**src/design/cht_ram.sv**
```systemverilog
// ----------------------------------------------------------------------------
// cht_ram
// Generic simple dual-port RAM, one write and one registered read port.
// ----------------------------------------------------------------------------
module cht_ram #(
    parameter int WIDTH = 8,
    parameter int DEPTH = 256
) (
    input  logic                     clk,
    input  logic                     we,
    input  logic [$clog2(DEPTH)-1:0] waddr,
    input  logic [WIDTH-1:0]         wdata,
    input  logic [$clog2(DEPTH)-1:0] raddr,
    output logic [WIDTH-1:0]         rdata
);

    logic [WIDTH-1:0] mem [DEPTH];
    logic [WIDTH-1:0] rdata_reg;

    always_ff @(posedge clk)
    begin
        if (we)
            mem[waddr] <= wdata;
        rdata_reg <= mem[raddr];
    end

    assign rdata = rdata_reg;

endmodule

```
**config.mk**
```make
export PLATFORM = sky130hd
export DESIGN_NAME = cht_ram
export DESIGN_NICKNAME = d
export VERILOG_FILES = /design/src/design/cht_ram.sv
export SDC_FILE = /design/constraint.sdc
export NUM_CORES = 2
export LEC_CHECK = 0
export BUFFER_PORTS_ARGS = -buffer_cell sky130_fd_sc_hd__buf_2
export CAP_MARGIN = 20
export CORE_ASPECT_RATIO = 1.25
export CORE_MARGIN = 1.5
export CORE_UTILIZATION = 40
export CTS_CLUSTER_DIAMETER = 120
export DETAILED_ROUTE_END_ITERATION = 8
export SLEW_MARGIN = 25
export SYNTH_ARGS = -nofsm -noshare
export SYNTH_HDL_FRONTEND = slang
export SYNTH_SLANG_ARGS = --single-unit
export TNS_END_PERCENT = 100
```
**constraint.sdc**
```tcl
create_clock -name clk -period 2.21 [get_ports clk]
set_input_delay 0.3315 -clock clk [delete_from_list [all_inputs] [get_ports clk]]
set_output_delay 0.3315 -clock clk [all_outputs]
set_load 0.1 [all_outputs]
```
Yosys cells after proc, flatten, opt, wreduce, memory -nomap -nowiden

Memories as Yosys holds them, arrays and structs flattened. A register that Yosys moved wholly into a read port is not among the register bits.
Cells that the tools add are included.
W data, S select, Z words.

Muxes and demuxes: 2

Operators with widths:

| kind    | count |
|---|---|
| $mux W1 | 2 |

Memories kept: 1
Bits in writable memories: 2048
Word-level logic and storage cells: 3
Input bits: 26
Output and inout port bits: 8
Bits in registers: 0

Memories:

| memory | words | bits a word | rd ports | clocked after Yosys merged registers in | wr ports | RTL line | text |
|---|---|---|---|---|---|---|---|
| mem    | 256   | 8           | 1        | 1                                       | 1        | 17       | `logic [WIDTH-1:0] mem [DEPTH];` |

Depth between registers and ports, before layout

Depth after elaboration: 2
Gate-level depth with buffers: 11
Depth with buffers taken out: 6

Worst setup path before layout

OpenSTA, ideal clock, no wires.

Kind: input to register
From: input port raddr[0]
To: register rdata_reg[2], in the netlist rdata[2] (read register of mem)
Arrival: 2.138 ns
Stages: 9
Slack: -0.059 ns
Data required time: 2.079 ns
Library setup time: 0.131 ns
Path buffers: 4
Cells stage by stage: buf_6 > buf_12 > buf_8 > buf_2 > mux4_2 > a22oi_1 > a21oi_1 > nor4_1 > nor4_2

RTL lines:

| element            | RTL line | text |
|---|---|---|
| start: declaration | 13       | `input logic [$clog2(DEPTH)-1:0] raddr,` |
| end: declaration   | 18       | `logic [WIDTH-1:0] rdata_reg;` |

==> flow_metrics.env <==
export IMPL_yosysTopAreaCell="edfxtp_1"
export IMPL_finalCritPeriodShare_pct=103
export IMPL_min_from="wdata[7]"
export IMPL_rows=182
export IMPL_die_height_um=502
export IMPL_die_area_um2=202000
export IMPL_fin_hold_ws_ns=-0.0209
export IMPL_yosysSeqAreaShare_pct=77.5
export IMPL_rsz0062_at_grt="true"
export IMPL_finalPower_mw=79.3
export IMPL_cap_violations=0
export IMPL_ant_nets=0
export IMPL_grt_usage_pct=20.3
export IMPL_avgSynthCellArea_um2=21.3
export IMPL_reg2reg_slack_ns=-0.07
export IMPL_cts_root_buf="clkbuf_16"
export IMPL_syn_area_um2=79600
export IMPL_io_pins=34
export IMPL_synth_adder_area_share_pct=0
export IMPL_grt_pass1_wl_um=295000
export IMPL_synth_distinct_cells=55
export IMPL_synth_area_leaders="edfxtp_1 (77%), mux4_2 (13%), mux2i_1 (1.7%), nor2_1 (1.3%), a22oi_1 (1.3%)"
export IMPL_synth_xor_area_share_pct=0
export IMPL_vias=40700
export IMPL_postPlaceCellArea_um2=88300
export IMPL_via_per_inst=5.64
export IMPL_hpwl_um=136000
export IMPL_grt_max_degree=110
export IMPL_routed_wl_um=205000
export IMPL_cts_clk_slew_worst_paths_ns=0.06
export IMPL_p_per_area_nw_per_um2=838
export IMPL_yosys_area_share_simple_pct=2.63
export IMPL_largest_reg_flops=2048
export IMPL_start_kind="register"
export IMPL_cp_end_kind="register"
export IMPL_ys_flop_type="edfxtp_1"
export IMPL_max_freq_mhz=439
export IMPL_skew_ns=0.0351
export IMPL_postSynthCellCount=3733
export IMPL_irDropWorstVdd_uv=763
export IMPL_fin_area_um2=94600
export IMPL_pre_cts_slack_ns=-1.53
export IMPL_wl_per_cell_um=28.4
export IMPL_ys_ff_latch=2056
export IMPL_status="finished with violations"
export IMPL_synth_top_area_share_pct=77.3
export IMPL_hp_class="in2reg"
export IMPL_worstMarginPinSlew_ns=0.808
export IMPL_final_cell_mix="edfxtp_1 (2048), buf_4 (666), mux4_2 (454)"
export IMPL_arrival_ns=2.98
export IMPL_drtIter0Drc=4586
export IMPL_p_leak_nw=30.5
export IMPL_grt_pass1_vias=41600
export IMPL_num_nets_final=4501
export IMPL_violations="hold timing, setup timing"
export IMPL_firstDrtPassIters=5
export IMPL_min_period_ns=2.28
export IMPL_synth_edff_count=2048
export IMPL_cts_buffers=188
export IMPL_gp_congestion=0.862
export IMPL_syn_nets=3759
export IMPL_fill_cells=16100
export IMPL_insertion_delay_ns=0.86
export IMPL_die_width_um=402
export IMPL_grt_overflow=0
export IMPL_tritoncts="done"
export IMPL_areaGrowthSynthToFinish_pct=18.9
export IMPL_final_common_cell="edfxtp_1"
export IMPL_core_area_um2=197000
export IMPL_clock_sinks=2056
export IMPL_grt_antenna_before_repair=13
export IMPL_port_buffers=33
export IMPL_synth_warnings=0
export IMPL_slew_violations=0
export IMPL_layout_drive_gt1_share_pct=33.8
export IMPL_synthArstFlopShare_pct=0
export IMPL_muxShareOfSynthArea_pct=14.6
export IMPL_ctsHtreeMaxLevel=4
export IMPL_crit_type="reg2reg"
export IMPL_worstPathRequired_ns=2.92
export IMPL_synth_compound_area_share_pct=3.42
export IMPL_finalWorstSetupSlack_ns=-0.0684
export IMPL_drcViolationCount=0
export IMPL_clk_path_buf_depth=3
export IMPL_critPathLaunch="mem[87][2]"
export IMPL_synth_top_family_by_area="multiplexers"
export IMPL_setup_tns_ns=-0.0717
export IMPL_regToRegStartpoint="mem[87][2]"
export IMPL_cp_max_fo=1
export IMPL_initial_core_util_pct=40.3
export IMPL_timing_slew_headroom_pct=46.0
export IMPL_hold_viol=10
export IMPL_setup_violations=2
==> critical path: stages, from the launching register on <==
cell and delay (ns):
edfxtp_1 0.37, mux4_2 0.48, mux4_2 0.54, nor2b_1 0.21
nor4_4 0.44, nor4_2 0.10
==> synth_stat cells, drive strengths merged, types with 2 or more instances <==
| master | n |
|---|---|
| edfxtp | 2048 |
| mux4 | 456 |
| nor2 | 282 |
| mux2i | 134 |
| a22oi | 133 |
| buf | 122 |
| clkbuf | 111 |
| a21oi | 96 |
| o221ai | 47 |
| nand3 | 34 |
| nand2 | 33 |
| nor2b | 31 |
| o22ai | 28 |
| nor4 | 27 |
| nor3 | 22 |
| a211oi | 16 |
| a221oi | 14 |
| o21ai | 12 |
| nand4 | 10 |
| o211ai | 10 |
| a22o | 8 |
| dfxtp | 8 |
| nand2b | 8 |
| and2 | 6 |
| a2111oi | 5 |
| o22a | 5 |
| o32ai | 5 |
| or2 | 4 |
| a311oi | 2 |
| a31oi | 2 |
| and3b | 2 |
| nand3b | 2 |
==> layer usage <==
layer,track usage [%],wire [µm]
met4,6.89,6810
met5,0,45
met3,2.94,12600
met1,26.7,82100
met2,34.5,103000
==> report_power, final <==
group | total, mW | switching (mW) | internal [mW]
sequential | 43.0 | 0.0739 | 43.0
combinational | 4.90 | 2.97 | 1.93
clock | 31.3 | 14.2 | 17.2
total | 79.3 | 17.2 | 62.1
==> timing repair <==
action	CTS	global route
buffers inserted	0	0
pin swaps	17	15
endpoints found under the hold margin	184	0
resized for setup	53	28
gates cloned	0	0
hold buffers	7	0
endpoints found under the setup margin	11	8
==> kinds of logic (layout without fill, tap and decap cells) <==
logic type / Yosys count / count (layout)
simple gates: 466 / 466
buf+inv: 235 / 1130
flops: 2056 / 2056
other cells: 0 / 4
compound gates: 385 / 385
mux: 591 / 591
==> metrics by stage <==
step | hold slack (ns) | util [%] | std cells
after floorplan | 0.430 | - | 3733
after global placement | 0.626 | 44.8 | 6857
after detailed placement | 0.626 | 44.8 | 6857
after CTS | 0.00569 | 47.9 | 7205
after global routing | 0.00803 | 48.0 | 7206
final | -0.0209 | 48.0 | 7208
==> layout make-up <==
cell class | count | area, µm² | area share (%)
clock buffers | 230 | 4890 | 5.17
multi-input cells | 1442 | 16900 | 17.9
repair buffers | 785 | 6950 | 7.34
diodes | 4 | 10.0 | 0.0106
well taps | 2576 | 3220 | 3.41
inverters | 2 | 7.51 | 0.00794
flip-flops and latches | 2056 | 61700 | 65.2
clock inverters | 113 | 928 | 0.982
==> worst paths after layout <==
check	end	cells after the start
setup / recovery	rdata[2]	5
hold / removal	mem[122][7]	1
setup reg to reg	rdata[2]	5
hold reg to reg	rdata[5]	7
(Power assumes the default switching activity.)
